$ cat config.mk
export PLATFORM = sky130hd
export DESIGN_NAME = card_job_machine_executor_flat
export DESIGN_NICKNAME = d
export VERILOG_FILES = /design/src/design/cjm_pkg.sv /design/src/design/cjm_if.sv /design/src/design/card_job_machine_executor.sv /design/src/design/cjm_store.sv /design/src/design/cjm_seq.sv /design/src/flat_wrapper.sv
export SDC_FILE = /design/constraint.sdc
export NUM_CORES = 2
export LEC_CHECK = 0
export ABC_CLOCK_PERIOD_IN_PS = 8000
export BUFFER_PORTS_ARGS = -buffer_cell sky130_fd_sc_hd__buf_4
export CAP_MARGIN = 5
export CORE_ASPECT_RATIO = 0.9
export CORE_MARGIN = 2
export CORE_UTILIZATION = 25
export DETAILED_ROUTE_END_ITERATION = 6
export PLACE_DENSITY = 0.38
export SYNTH_ARGS = -nofsm -noshare
export SYNTH_HDL_FRONTEND = slang
export SYNTH_SLANG_ARGS = --single-unit
$ cat constraint.sdc
create_clock -name clk -period 8 [get_ports clk]
set_clock_uncertainty 0.15 [all_clocks]
set_input_delay 0.4 -clock clk [delete_from_list [all_inputs] [get_ports clk]]
set_output_delay 0.4 -clock clk [all_outputs]
set_load 0.005 [all_outputs]
$ cat src/design/cjm_pkg.sv
// ----------------------------------------------------------------------------
// cjm_pkg
// shared types and constants of the card job machine executor
// ----------------------------------------------------------------------------
package cjm_pkg;

    localparam int MEM_WORDS_DEF  = 100;
    localparam int CARD_WORDS_DEF = 10;

    localparam logic [31:0] SPACE_WORD = 32'h2020_2020;

    typedef enum logic [2:0] {
        OP_NEW_JOB   = 3'd0,
        OP_PROG_BYTE = 3'd1,
        OP_PROG_END  = 3'd2,
        OP_DATA_BYTE = 3'd3,
        OP_DATA_END  = 3'd4,
        OP_STEP      = 3'd5
    } op_t;

    typedef enum logic [2:0] {
        ST_OK     = 3'd0,
        ST_WAIT   = 3'd1,
        ST_WORD   = 3'd2,
        ST_HALT   = 3'd3,
        ST_ADDR   = 3'd4,
        ST_REFUSE = 3'd5
    } status_t;

    typedef enum logic [1:0] {
        MODE_LOADING = 2'd0,
        MODE_RUNNING = 2'd1,
        MODE_WAITING = 2'd2,
        MODE_HALTED  = 2'd3
    } mode_t;

    localparam logic [7:0] CH_LF   = 8'h0A;
    localparam logic [7:0] CH_CR   = 8'h0D;
    localparam logic [7:0] CH_ZERO = 8'h30;
    localparam logic [7:0] CH_G    = 8'h47;
    localparam logic [7:0] CH_D    = 8'h44;
    localparam logic [7:0] CH_P    = 8'h50;
    localparam logic [7:0] CH_H    = 8'h48;
    localparam logic [7:0] CH_L    = 8'h4C;
    localparam logic [7:0] CH_S    = 8'h53;
    localparam logic [7:0] CH_C    = 8'h43;
    localparam logic [7:0] CH_R    = 8'h52;
    localparam logic [7:0] CH_B    = 8'h42;
    localparam logic [7:0] CH_T    = 8'h54;

    typedef struct packed {
        logic [2:0] operation;
        logic [7:0] byte_in;
    } cjm_req_t;

    typedef struct packed {
        logic [2:0]  status;
        logic [31:0] out_word;
        logic        last;
        logic [6:0]  counter_now;
        logic        compare_now;
    } cjm_rsp_t;

    // memory access request from the sequencer
    typedef struct packed {
        logic        rd;
        logic        wr;
        logic [6:0]  addr;
        logic [31:0] wdata;
    } cjm_mem_t;

endpackage

$ cat src/design/cjm_if.sv
// ----------------------------------------------------------------------------
// cjm_req_if / cjm_rsp_if
// valid/ready channels of the card job machine executor
// ----------------------------------------------------------------------------
interface cjm_req_if;
    import cjm_pkg::*;
    logic     valid;
    logic     ready;
    cjm_req_t data;
    modport source (output valid, output data, input ready);
    modport sink (input valid, input data, output ready);
endinterface

interface cjm_rsp_if;
    import cjm_pkg::*;
    logic     valid;
    logic     ready;
    cjm_rsp_t data;
    modport source (output valid, output data, input ready);
    modport sink (input valid, input data, output ready);
endinterface

$ cat src/design/card_job_machine_executor.sv
// ----------------------------------------------------------------------------
// card_job_machine_executor
// card driven teaching machine with a one-port word store
// ----------------------------------------------------------------------------
// Each request takes one pass through the single store port. A stored card
// byte is read when taken and written back in S_BYTE. Dropped bytes, control-only
// requests and steps that end before the fetch are answered from S_IDLE. Other
// steps decode in S_DEC and answer from S_OUT, LR and CR via S_OPND. PD reads
// each output word through S_PRINT and S_OUT, waiting while the receiver stalls.
// After reset and after each new job request the store is cleared to spaces,
// one word a cycle, and no request is taken until the clear is done.
module card_job_machine_executor
    import cjm_pkg::*;
#(
    parameter int MEM_WORDS  = MEM_WORDS_DEF,
    parameter int CARD_WORDS = CARD_WORDS_DEF
)
(
    input  logic      clk,
    input  logic      rst_n,
    cjm_req_if.sink   req,
    cjm_rsp_if.source rsp
);
    cjm_mem_t    mem;
    logic [31:0] rdata;

    cjm_seq #(.MEM_WORDS(MEM_WORDS), .CARD_WORDS(CARD_WORDS)) u_seq (
        .clk   (clk),
        .rst_n (rst_n),
        .req   (req),
        .rsp   (rsp),
        .mem   (mem),
        .rdata (rdata)
    );

    cjm_store #(.MEM_WORDS(MEM_WORDS)) u_store (
        .clk   (clk),
        .mem   (mem),
        .rdata (rdata)
    );
endmodule

$ cat src/design/cjm_store.sv
// ----------------------------------------------------------------------------
// cjm_store
// word store: one synchronous port, registered read data
// ----------------------------------------------------------------------------
module cjm_store
    import cjm_pkg::*;
#(
    parameter int MEM_WORDS = MEM_WORDS_DEF
)
(
    input  logic        clk,
    input  cjm_mem_t    mem,
    output logic [31:0] rdata
);
    localparam int AW = $clog2(MEM_WORDS);

    logic [31:0] mem_reg [MEM_WORDS];

    always_ff @(posedge clk)
    begin
        if (mem.wr)
        begin
            mem_reg[mem.addr[AW-1:0]] <= mem.wdata;
        end
        if (mem.rd)
        begin
            rdata <= mem_reg[mem.addr[AW-1:0]];
        end
    end
endmodule

$ cat src/design/cjm_seq.sv
// ----------------------------------------------------------------------------
// cjm_seq
// request sequencer: read, modify and write back the word store
// ----------------------------------------------------------------------------
module cjm_seq
    import cjm_pkg::*;
#(
    parameter int MEM_WORDS  = MEM_WORDS_DEF,
    parameter int CARD_WORDS = CARD_WORDS_DEF
)
(
    input  logic        clk,
    input  logic        rst_n,
    cjm_req_if.sink     req,
    cjm_rsp_if.source   rsp,
    output cjm_mem_t    mem,
    input  logic [31:0] rdata
);
    localparam int AW = $clog2(MEM_WORDS);
    localparam logic [12:0] ADDR_BIAS = {5'd0, CH_ZERO} * 13'd11;

    typedef enum logic [7:0] {
        S_CLEAR = 8'b0000_0001,
        S_IDLE  = 8'b0000_0010,
        S_BYTE  = 8'b0000_0100,
        S_FETCH = 8'b0000_1000,
        S_DEC   = 8'b0001_0000,
        S_OPND  = 8'b0010_0000,
        S_PRINT = 8'b0100_0000,
        S_OUT   = 8'b1000_0000
    } state_t;

    state_t      state_reg, state_next;
    logic [6:0]  clr_reg, clr_next;
    logic [31:0] r_reg, r_next;
    logic [6:0]  ic_reg, ic_next;
    logic        c_reg, c_next;
    mode_t       mode_reg, mode_next;
    logic [6:0]  lb_reg, lb_next;
    logic [6:0]  cs_reg, cs_next;
    logic [6:0]  fw_reg, fw_next;
    logic [1:0]  fb_reg, fb_next;
    logic [7:0]  ch_reg, ch_next;
    logic [7:0]  op_c0_reg, op_c0_next;
    logic [6:0]  addr_reg, addr_next;
    logic [6:0]  pcnt_reg, pcnt_next;
    logic        ovalid_reg, ovalid_next;
    cjm_rsp_t    odata_reg, odata_next;

    logic        out_free;
    logic        acc;
    logic [7:0]  c0, c1, d2, d3;
    logic [12:0] addr_raw, addr_w;
    logic        addr_ok;
    logic [31:0] byte_mask, byte_val;
    logic [4:0]  sh;

    assign out_free  = !ovalid_reg || rsp.ready;
    assign req.ready = (state_reg == S_IDLE) && out_free;
    assign acc       = req.valid && req.ready;
    assign rsp.valid = ovalid_reg;
    assign rsp.data  = odata_reg;

    assign c0 = rdata[31:24];
    assign c1 = rdata[23:16];
    assign d2 = rdata[15:8];
    assign d3 = rdata[7:0];
    assign addr_raw = ({5'd0, d2} << 3) + ({5'd0, d2} << 1) + {5'd0, d3};
    assign addr_w   = addr_raw - ADDR_BIAS;
    assign addr_ok  = (addr_raw >= ADDR_BIAS) && (addr_raw < ADDR_BIAS + 13'(MEM_WORDS));
    assign sh = 5'((2'd3 - fb_reg) * 4'd8);
    assign byte_mask = 32'hFF << sh;
    assign byte_val  = {24'd0, ch_reg} << sh;

    always_comb
    begin
        state_next  = state_reg;
        clr_next    = clr_reg;
        r_next      = r_reg;
        ic_next     = ic_reg;
        c_next      = c_reg;
        mode_next   = mode_reg;
        lb_next     = lb_reg;
        cs_next     = cs_reg;
        fw_next     = fw_reg;
        fb_next     = fb_reg;
        ch_next     = ch_reg;
        op_c0_next  = op_c0_reg;
        addr_next   = addr_reg;
        pcnt_next   = pcnt_reg;
        ovalid_next = ovalid_reg && !rsp.ready;
        odata_next  = odata_reg;
        mem         = '0;

        case (state_reg)
            S_CLEAR:
            begin
                mem.wr    = 1'b1;
                mem.addr  = clr_reg;
                mem.wdata = SPACE_WORD;
                clr_next  = clr_reg + 7'd1;
                if (clr_reg == 7'(MEM_WORDS - 1))
                begin
                    state_next = S_IDLE;
                end
            end
            S_IDLE:
            begin
                if (acc)
                begin
                    odata_next = '{status: ST_OK, out_word: '0, last: 1'b1,
                                   counter_now: ic_reg, compare_now: c_reg};
                    ovalid_next = 1'b1;
                    case (req.data.operation)
                        OP_NEW_JOB:
                        begin
                            r_next = SPACE_WORD;
                            ic_next = '0;
                            c_next = 1'b0;
                            mode_next = MODE_LOADING;
                            lb_next = '0;
                            cs_next = '0;
                            fw_next = '0;
                            fb_next = '0;
                            clr_next = '0;
                            state_next = S_CLEAR;
                            odata_next.counter_now = '0;
                            odata_next.compare_now = 1'b0;
                        end
                        OP_PROG_BYTE, OP_DATA_BYTE:
                        begin
                            if ((req.data.operation == OP_PROG_BYTE && mode_reg == MODE_LOADING)
                                || (req.data.operation == OP_DATA_BYTE
                                    && mode_reg == MODE_WAITING))
                            begin
                                if (req.data.byte_in != CH_LF && req.data.byte_in != CH_CR
                                    && fw_reg < 7'(CARD_WORDS) + cs_reg
                                    && fw_reg < 7'(MEM_WORDS))
                                begin
                                    ch_next    = req.data.byte_in;
                                    mem.rd     = 1'b1;
                                    mem.addr   = fw_reg;
                                    state_next = S_BYTE;
                                end
                            end
                            else
                            begin
                                odata_next.status = ST_REFUSE;
                            end
                        end
                        OP_PROG_END:
                        begin
                            if (mode_reg == MODE_LOADING)
                            begin
                                lb_next = lb_reg + fw_reg - cs_reg;
                                cs_next = lb_reg + fw_reg - cs_reg;
                                fw_next = lb_reg + fw_reg - cs_reg;
                                fb_next = '0;
                            end
                            else
                            begin
                                odata_next.status = ST_REFUSE;
                            end
                        end
                        OP_DATA_END:
                        begin
                            if (mode_reg == MODE_WAITING)
                            begin
                                mode_next = MODE_RUNNING;
                                cs_next = lb_reg;
                                fw_next = lb_reg;
                                fb_next = '0;
                            end
                            else
                            begin
                                odata_next.status = ST_REFUSE;
                            end
                        end
                        OP_STEP:
                        begin
                            if (mode_reg == MODE_HALTED)
                            begin
                                odata_next.status = ST_HALT;
                            end
                            else if (mode_reg == MODE_WAITING)
                            begin
                                odata_next.status = ST_WAIT;
                            end
                            else if (ic_reg >= 7'(MEM_WORDS))
                            begin
                                mode_next = MODE_HALTED;
                                odata_next.status = ST_ADDR;
                            end
                            else
                            begin
                                mode_next   = MODE_RUNNING;
                                mem.rd      = 1'b1;
                                mem.addr    = ic_reg;
                                ic_next     = ic_reg + 7'd1;
                                ovalid_next = 1'b0;
                                state_next  = S_DEC;
                            end
                        end
                        default:
                        begin
                            odata_next.status = ST_REFUSE;
                        end
                    endcase
                end
            end
            S_BYTE:
            begin
                mem.wr    = 1'b1;
                mem.addr  = fw_reg;
                mem.wdata = (rdata & ~byte_mask) | byte_val;
                fb_next   = fb_reg + 2'd1;
                if (fb_reg == 2'd3)
                begin
                    fw_next = fw_reg + 7'd1;
                end
                state_next = S_IDLE;
            end
            S_DEC:
            begin
                state_next = S_OUT;
                odata_next = '{status: ST_OK, out_word: '0, last: 1'b1,
                               counter_now: ic_reg, compare_now: c_reg};
                addr_next  = addr_w[6:0];
                op_c0_next = c0;
                if (c0 == CH_H)
                begin
                    mode_next = MODE_HALTED;
                    odata_next.status = ST_HALT;
                end
                else if ((c1 == CH_D && (c0 == CH_G || c0 == CH_P))
                    || (c1 == CH_R && (c0 == CH_L || c0 == CH_S || c0 == CH_C))
                    || (c0 == CH_B && c1 == CH_T))
                begin
                    if (!addr_ok || (c0 == CH_P && c1 == CH_D
                        && addr_w + 13'(CARD_WORDS) > 13'(MEM_WORDS)))
                    begin
                        mode_next = MODE_HALTED;
                        odata_next.status = ST_ADDR;
                    end
                    else if (c0 == CH_G)
                    begin
                        mode_next = MODE_WAITING;
                        cs_next = addr_w[6:0];
                        fw_next = addr_w[6:0];
                        fb_next = '0;
                        odata_next.status = ST_WAIT;
                    end
                    else if (c0 == CH_P)
                    begin
                        pcnt_next = '0;
                        state_next = S_PRINT;
                    end
                    else if (c0 == CH_S)
                    begin
                        mem.wr = 1'b1;
                        mem.addr = addr_w[6:0];
                        mem.wdata = r_reg;
                    end
                    else if (c0 == CH_B)
                    begin
                        if (c_reg)
                        begin
                            ic_next = addr_w[6:0];
                            odata_next.counter_now = addr_w[6:0];
                        end
                    end
                    else
                    begin
                        mem.rd = 1'b1;
                        mem.addr = addr_w[6:0];
                        state_next = S_OPND;
                    end
                end
            end
            S_OPND:
            begin
                if (op_c0_reg == CH_L)
                begin
                    r_next = rdata;
                end
                else
                begin
                    c_next = (rdata == r_reg);
                    odata_next.compare_now = (rdata == r_reg);
                end
                state_next = S_OUT;
            end
            S_PRINT:
            begin
                if (out_free)
                begin
                    mem.rd = 1'b1;
                    mem.addr = addr_reg + pcnt_reg;
                    state_next = S_OUT;
                    odata_next.status = ST_WORD;
                end
            end
            S_OUT:
            begin
                if (odata_reg.status == ST_WORD)
                begin
                    odata_next.out_word = rdata;
                    odata_next.last = (pcnt_reg == 7'(CARD_WORDS - 1));
                    ovalid_next = 1'b1;
                    pcnt_next = pcnt_reg + 7'd1;
                    state_next = (pcnt_reg == 7'(CARD_WORDS - 1)) ? S_IDLE : S_PRINT;
                end
                else
                begin
                    ovalid_next = 1'b1;
                    state_next = S_IDLE;
                end
            end
            default:
            begin
                state_next = S_IDLE;
            end
        endcase
    end

    always_ff @(posedge clk or negedge rst_n)
    begin
        if (!rst_n)
        begin
            state_reg  <= S_CLEAR;
            clr_reg    <= '0;
            r_reg      <= SPACE_WORD;
            ic_reg     <= '0;
            c_reg      <= 1'b0;
            mode_reg   <= MODE_LOADING;
            lb_reg     <= '0;
            cs_reg     <= '0;
            fw_reg     <= '0;
            fb_reg     <= '0;
            ovalid_reg <= 1'b0;
            pcnt_reg   <= '0;
        end
        else
        begin
            state_reg  <= state_next;
            clr_reg    <= clr_next;
            r_reg      <= r_next;
            ic_reg     <= ic_next;
            c_reg      <= c_next;
            mode_reg   <= mode_next;
            lb_reg     <= lb_next;
            cs_reg     <= cs_next;
            fw_reg     <= fw_next;
            fb_reg     <= fb_next;
            ovalid_reg <= ovalid_next;
            pcnt_reg   <= pcnt_next;
        end
    end

    always_ff @(posedge clk)
    begin
        ch_reg    <= ch_next;
        op_c0_reg <= op_c0_next;
        addr_reg  <= addr_next;
        odata_reg <= odata_next;
    end

    a_fill_in_range: assert property (@(posedge clk) disable iff (!rst_n)
        fw_reg <= 7'(MEM_WORDS))
        else $error("fill pointer beyond store");
    a_no_accept_busy: assert property (@(posedge clk) disable iff (!rst_n)
        (state_reg != S_IDLE) |-> !req.ready)
        else $error("request taken while busy");
    a_clear_done: assert property (@(posedge clk) disable iff (!rst_n)
        (state_reg == S_CLEAR && clr_reg == 7'(MEM_WORDS - 1)) |=> (state_reg == S_IDLE))
        else $error("clear pass did not finish");
    a_print_bound: assert property (@(posedge clk) disable iff (!rst_n)
        (state_reg == S_PRINT) |-> (pcnt_reg < 7'(CARD_WORDS)))
        else $error("print count overrun");
endmodule
$ cat src/flat_wrapper.sv
// flat-port wrapper written by rule: the top's interface ports become plain ports
module card_job_machine_executor_flat import cjm_pkg::*;
#(
    parameter int MEM_WORDS  = MEM_WORDS_DEF,
    parameter int CARD_WORDS = CARD_WORDS_DEF
)
  (clk, rst_n, req_valid, req_data, req_ready, rsp_valid, rsp_data, rsp_ready);
  cjm_req_if req_i ();
  cjm_rsp_if rsp_i ();
  input  logic clk;
  input  logic rst_n;
  input wire logic [$bits(req_i.valid)-1:0] req_valid;
  input wire logic [$bits(req_i.data)-1:0] req_data;
  output wire logic [$bits(req_i.ready)-1:0] req_ready;
  output wire logic [$bits(rsp_i.valid)-1:0] rsp_valid;
  output wire logic [$bits(rsp_i.data)-1:0] rsp_data;
  input wire logic [$bits(rsp_i.ready)-1:0] rsp_ready;
  assign req_i.valid = req_valid;
  assign req_i.data = req_data;
  assign req_ready = req_i.ready;
  assign rsp_valid = rsp_i.valid;
  assign rsp_data = rsp_i.data;
  assign rsp_i.ready = rsp_ready;
  card_job_machine_executor #(.MEM_WORDS(MEM_WORDS), .CARD_WORDS(CARD_WORDS)) u_core (.clk(clk), .rst_n(rst_n), .req(req_i), .rsp(rsp_i));
endmodule
# Yosys cells after proc, flatten, opt, wreduce, memory -nomap -nowiden
# Memory sizes are Yosys's and may differ from the RTL's. A register that Yosys moved wholly into a read port is not among the register bits.
# Index checks and enable logic that the tools add are counted.
[op_classes]
addsub = 14
mul = 0
div_mod_pow = 0
n_lt_le_gt_ge = 6
eq_ne = 60
n_shift = 2
muxes = 141
n_bitwise = 3
n_reduce_logical = 54
[op_table]
columns = ["operator", "n"]
rows = [
  ["$mux W7", 39],
  ["$mux W41", 5],
  ["$mux W32", 4],
  ["$mux W8", 16],
  ["$pmux W7 S2", 8],
  ["$pmux W33 S3", 1],
  ["$eq A8 B7 Y1 const B", 12],
  ["$pmux W32 S3", 1],
  ["$pmux W32 S2", 1],
  ["$pmux W8 S6", 1],
  ["$mux W44", 1],
  ["$pmux W7 S3", 2],
  ["$pmux W7 S5", 1],
  ["$mux W33", 1],
  ["$and A32 B32 Y32", 1],
  ["$eq A32 B32 Y1", 1],
  ["$mux W2", 16],
  ["$not A32 Y32", 1],
  ["$or A32 B32 Y32", 1],
  ["$shl A8 B5 Y32", 1],
  ["$shl A8 B5 Y32 const A", 1],
  ["$mux W3", 10],
  ["$add A7 B1 Y7 const B", 4],
  ["$ne A2 B2 Y1 const B", 14],
  ["58 further kinds", 137],
]
[totals]
register_bits = 155
latchBits = 0
mem_bits_rw = 3200
romBits = 0
in_bits = 15
wordCells = 301
mem_count = 1
[memory_table]
columns = ["memory", "depth", "width", "rd", "rd_clocked_by_memory_dff", "write_ports", "line", "text"]
rows = [
  ["u_core.u_store.mem_reg", 100, 32, 1, 1, 1, "cjm_store.sv:17", "logic [31:0] mem_reg [MEM_WORDS];"],
]

# Logic depth before layout (Yosys ltp)
[logic_depth]
word_depth = 13
mapped_depth = 24
depth_no_buf = 20

# Modules after synthesis
# Synthesis repeated with hierarchy kept, for this count alone.
[unflattened]
hier_cells = 8135
area_unflattened_um2 = 133986.0
[by_module_without_submodules]
columns = ["mod", "instances", "cells_each", "area_each_um2", "seq_area_each_um2"]
rows = [
  ["cjm_store", 1, 7017, 123636.1, 97053.1],
  ["cjm_seq", 1, 1118, 10349.9, 4195.3],
]

# Worst setup path after synthesis
# OpenSTA, ideal clock, no wires.
[synth_path]
path_type = "register -> register"
from = "register u_core.u_store.rdata[3] (read register of u_core.u_store.mem_reg)"
to = "memory u_core.u_store.mem_reg[0][11], data pin"
setup_time_ps = 980
arrival_ps = 6505
path_slack_ps = 365
stages_incl_launch_ff = 22
n_path_buf = 2
cell_sequence = "edfxtp_1 inv_1 fa_1 inv_1 ha_1 nand3_1 and3_1 nor2_1 inv_1 ha_1 xnor3_1 clkbuf_1 nand3_1 mux2_2 mux2i_1 o21ai_0 a2111oi_0 o21ai_1 nor4_2 clkbuf_1 nand2_1 o21ai_0"
[synth_lines]
columns = ["item", "line", "text"]
rows = [
  ["from (decl)", "cjm_store.sv:13", "output logic [31:0] rdata"],
  ["to (decl)", "cjm_store.sv:17", ""],
]

# Worst setup path after layout
[layout_path]
from = "register u_core.u_store.rdata[3] (read register of u_core.u_store.mem_reg)"
to = "register u_core.u_store.rdata[11] (read register of u_core.u_store.mem_reg), data pin"
[layout_between]
elab_chain_cells = 10
elab_cells_between_ends = 19
cone_classes = "add/sub: 3; order compare: 3; mux: 9; reduce/logical: 4"
[layout_rtl]
columns = ["item", "line", "text"]
rows = [
  ["$add A12 B8 Y13 *", "cjm_seq.sv:68", "assign addr_raw = ({5'd0, d2} << 3) + ({5'd0, d2} << 1) + {5'd0, d3};"],
  ["$sub A13 B10 Y13", "cjm_seq.sv:69", "assign addr_w = addr_raw - ADDR_BIAS;"],
  ["$add A13 B4 Y13 / $mux W7 (equally long branches)", "cjm_seq.sv:240, cjm_seq.sv:264", ""],
  ["$gt A13 B7 Y1 / $mux W7 (equally long branches)", "cjm_seq.sv:240, cjm_seq.sv:258", ""],
  ["$logic_and A1 B1 Y1 / $mux W41 (equally long branches)", "cjm_seq.sv:240, cjm_seq.sv:253", ""],
  ["$logic_or A1 B1 Y1 / $mux W41 (equally long branches)", "cjm_seq.sv:239, cjm_seq.sv:245", ""],
  ["$mux W41 *", "cjm_seq.sv:239", "if (!addr_ok || (c0 == CH_P && c1 == CH_D"],
  ["$mux W41 *", "cjm_seq.sv:235", "else if ((c1 == CH_D && (c0 == CH_G || c0 == CH_P))"],
  ["$mux W41 *", "cjm_seq.sv:230", "if (c0 == CH_H)"],
  ["$pmux W7 S5 / $pmux W1 S3 (equally long branches)", "cjm_seq.sv:95", "case (state_reg)"],
]
# Every way passes the cells marked *; elsewhere a longest branch is shown, timed or not.
# A chain may end at the register's enable or synchronous reset.

==> out/metrics.csv <==
metric,value,unit
io_pins,61,
worst_ep_required_time,8450,ps
min-delay-start,rsp_ready,
fp-row-count,254,
coreArea,531100,sq um
p_seq_share,45.3,%
cap_violations,0,
ys_top_cells_by_area,"edfxtp_1, nand2_1, a221oi_1",
drive_gt1_share,17.77,%
vdd_drop_max,198.8,uV
htreeDepth,5,
dieArea,538400,sq um
path_clk_slew,70,ps
ant_nets,0,
rsz0062_at_grt,no,
gp_congestion,0.8726,
fillerInstances,52250,
worst-r2r-cell-count,23,
first_pass_iters,6,
die_w,773.2,microns
cts_tree,built,
max_stage_delay,810,ps
fin_nets,9203,
viasPerCell,5.345,
rr_endpoint,u_core.u_store.rdata[11],
clkPwrFrac,37.8,%
fin_area,161700,sq um
endpoint_kind,register,
synth_enable_flop_cells,3299,
fin_cells,16490,
synth.top_cell.area_share,74.41,%
holdCritPathClass,in2reg,
synthArstFlopShare,2.569,%
timing.final.hold_violations,0,
clk_latency,1040,ps
intPower,0.03149,W
p_switching,0.01335,W
post-route-drc-count,0,
rrSetupSlack,20,ps
grt_pass1_wl,799.0,mm
vias,88120,
crit_top_cell,buf_4,
setup_viol,0,
yosys_warnings,0,
wl_per_cell,36.80,microns
ys.flop_type,edfxtp_1,
cts_root_buf,clkbuf_16,
cts_buffer_depth,4,
antenna_found_initial,72,
min_path_cells,4,
dpl_cell_area,149600,sq um
synthDistinctLibCells,90,
synth_most_common_cell,edfxtp_1,
synth_top_area_cell,edfxtp_1,
crit_arrival,8440,ps
power_density,277.2,nW/um^2
max_freq,125.2,MHz
ff_latch_area,101200,sq um
synth-seq-cells,3386,
min_to,u_core.u_seq.state_reg[6],
run_status,completed,
startpoint_type,register,
dieHeight,696.3,microns
path_delay_family,compound AO/OA/AOI/OAI gates,
timing.final.max_slew_violations,0,
largest_reg_flops,3200,
initial_core_util,25.07,%
gr-total-overflow,0,
gr-usage-all-layers,21.68,%
cts_buffers,373,
path_buf_inv,8,
synth-seq-area-share,76.05,%
grt_max_degree,100,
maxSlewHeadroom,5.937,%
syn_area,133100,sq um
port_buffers,60,
grt_pass1_vias,83730,
post-route-min-period,7984,ps
leakagePower,50.77,nW
place_inst,15760,
drt_wl_total,606.7,mm
synthCells,8526,
combPwrFrac,16.9,%
crit_fanout,26,
crit_type,reg2reg,
syn_nets,8600,
p_sw_share,29.77,%
finalCritPeriodShare,99.81,%
path_cells,inv_1 -> fa_1 -> inv_1 -> ha_1 -> nand3_1 -> and3_1 -> nor2_1 -> inv_1 -> ha_1 -> a41oi_1 -> nor4bb_2 -> buf_4 -> a21oi_4 -> buf_4 -> nor3_4 -> buf_12 -> buf_4 -> a22o_1 -> a211oi_1 -> a31oi_1 -> buf_4 -> o32ai_1 -> a22oi_1,
r2r-start,u_core.u_store.rdata[3],
syn_area_per_cell,15.62,sq um
multi_input_area,30410,sq um
cpMaxStageDelayCell,o32ai_1,
dp_hpwl,368.1,mm
area_growth,21.48,%
ys_top_cells_by_count,"edfxtp_1, nand2_1, a21oi_1",
drtIter0Drc,12090,
worst_pin_slew,1411,ps
cts.sinks,3386,
-- power groups by stage --
| stage | clock network [W] | logic (W) | registers (W) |
|---|---|---|---|
| global route | 0.0179 | 0.00780 | 0.0203 |
| floorplan | 0 | 0.00312 | 0.0206 |
| global placement | 0 | 0.00739 | 0.0207 |
| finish | 0.0170 | 0.00757 | 0.0203 |
| detailed placement | 0 | 0.00742 | 0.0207 |
| CTS | 0.0173 | 0.00746 | 0.0203 |
-- cells by family after synthesis --
family,after synthesis,share of synthesized area [%]
flip-flops,3386,76.05
AO/OA/AOI/OAI,2243,12.09
AND/OR/NAND/NOR,1758,5.828
buffers and inverters,644,2.021
multiplexers,363,2.900
XOR/XNOR,73,0.4906
adder cells (fa/ha/maj),59,0.6278
-- per-layer routing --
metal,share of wire (%),up-vias,global-route usage [%]
li1,-,35400,-
met1,44,47530,30.92
met2,44,4469,33.42
met3,8.5,705,4.301
met4,3.1,14,6.164
met5,0.036,-,0.1943
-- cell type report --
class                           instances  share of cell area [%]
Antenna cell                           16                 0.02476
Clock buffer                          458                   6.020
Multi-Input combinational cell       4496                   18.80
Tap cell                             7040                   5.446
Inverter                               63                  0.1509
Clock inverter                        220                   1.214
Sequential cell                      3386                   62.60
Timing Repair Buffer                  809                   5.745
-- through the flow --
| stage | hold WS, ps | util [%] | total power, W | worst slack (ps) | setup TNS (ps) |
|---|---|---|---|---|---|
| CTS | 282.4 | 30.43 | 0.04504 | 108.7 | 0 |
| global route | 329.5 | 30.45 | 0.04604 | 15.58 | 0 |
| detailed placement | 266.1 | 28.17 | 0.02810 | 3.504 | 0 |
| finish | 346.4 | 30.46 | 0.04484 | 15.59 | 0 |
| floorplan | -45.59 | - | 0.02376 | 365.4 | 0 |
| global placement | 254.9 | 28.16 | 0.02806 | -202.2 | -293.5 |
-- tightest hold or removal path: stages --
cell           delay (ps)
dlygate4sd3_1         530
buf_4                 130
nor2b_1               100
a211o_1               270
-- worst max path at each step --
stage                                        from                             to  cells past startpoint
after floorplan           u_core.u_store.rdata[3]  u_core.u_store.mem_reg[0][11]                     21
after global placement    u_core.u_store.rdata[3]       u_core.u_store.rdata[24]                     22
after detailed placement  u_core.u_store.rdata[9]       u_core.u_store.rdata[11]                     19
after CTS                 u_core.u_store.rdata[9]       u_core.u_store.rdata[11]                     19
after global routing      u_core.u_store.rdata[3]       u_core.u_store.rdata[11]                     23
final                     u_core.u_store.rdata[3]       u_core.u_store.rdata[11]                     23
-- what timing repair did --
item,4_1_cts,5_1_grt
hold buffers,29,0
pin swaps,1,2
buffers inserted,0,6
endpoints found under the hold margin,126,0
gates resized for setup,0,0
setup endpoints to repair,2,5
-- layout by cell type (no fill, tap or decap), types with 64 or more instances in the layout --
| cell | count |
|---|---|
| clkbuf_1 | 80 |
| nor3_2 | 108 |
| buf_4 | 527 |
| a31oi_1 | 73 |
| a211oi_1 | 96 |
| edfxtp_1 | 3299 |
| clkinv_1 | 87 |
| o2bb2ai_1 | 64 |
| a221oi_1 | 362 |
| nor2_1 | 119 |
| mux2_2 | 172 |
| o211ai_1 | 102 |
| buf_12 | 249 |
| clkbuf_16 | 376 |
| nand2_1 | 1035 |
| clkinv_2 | 70 |
| dfrtp_1 | 82 |
| o21ai_0 | 198 |
| a22oi_1 | 257 |
| a221o_1 | 128 |
| a22o_1 | 65 |
| nand3_1 | 202 |
| a21oi_1 | 537 |
| mux2i_1 | 190 |
No activity file was read; power rests on OpenSTA's default activity.
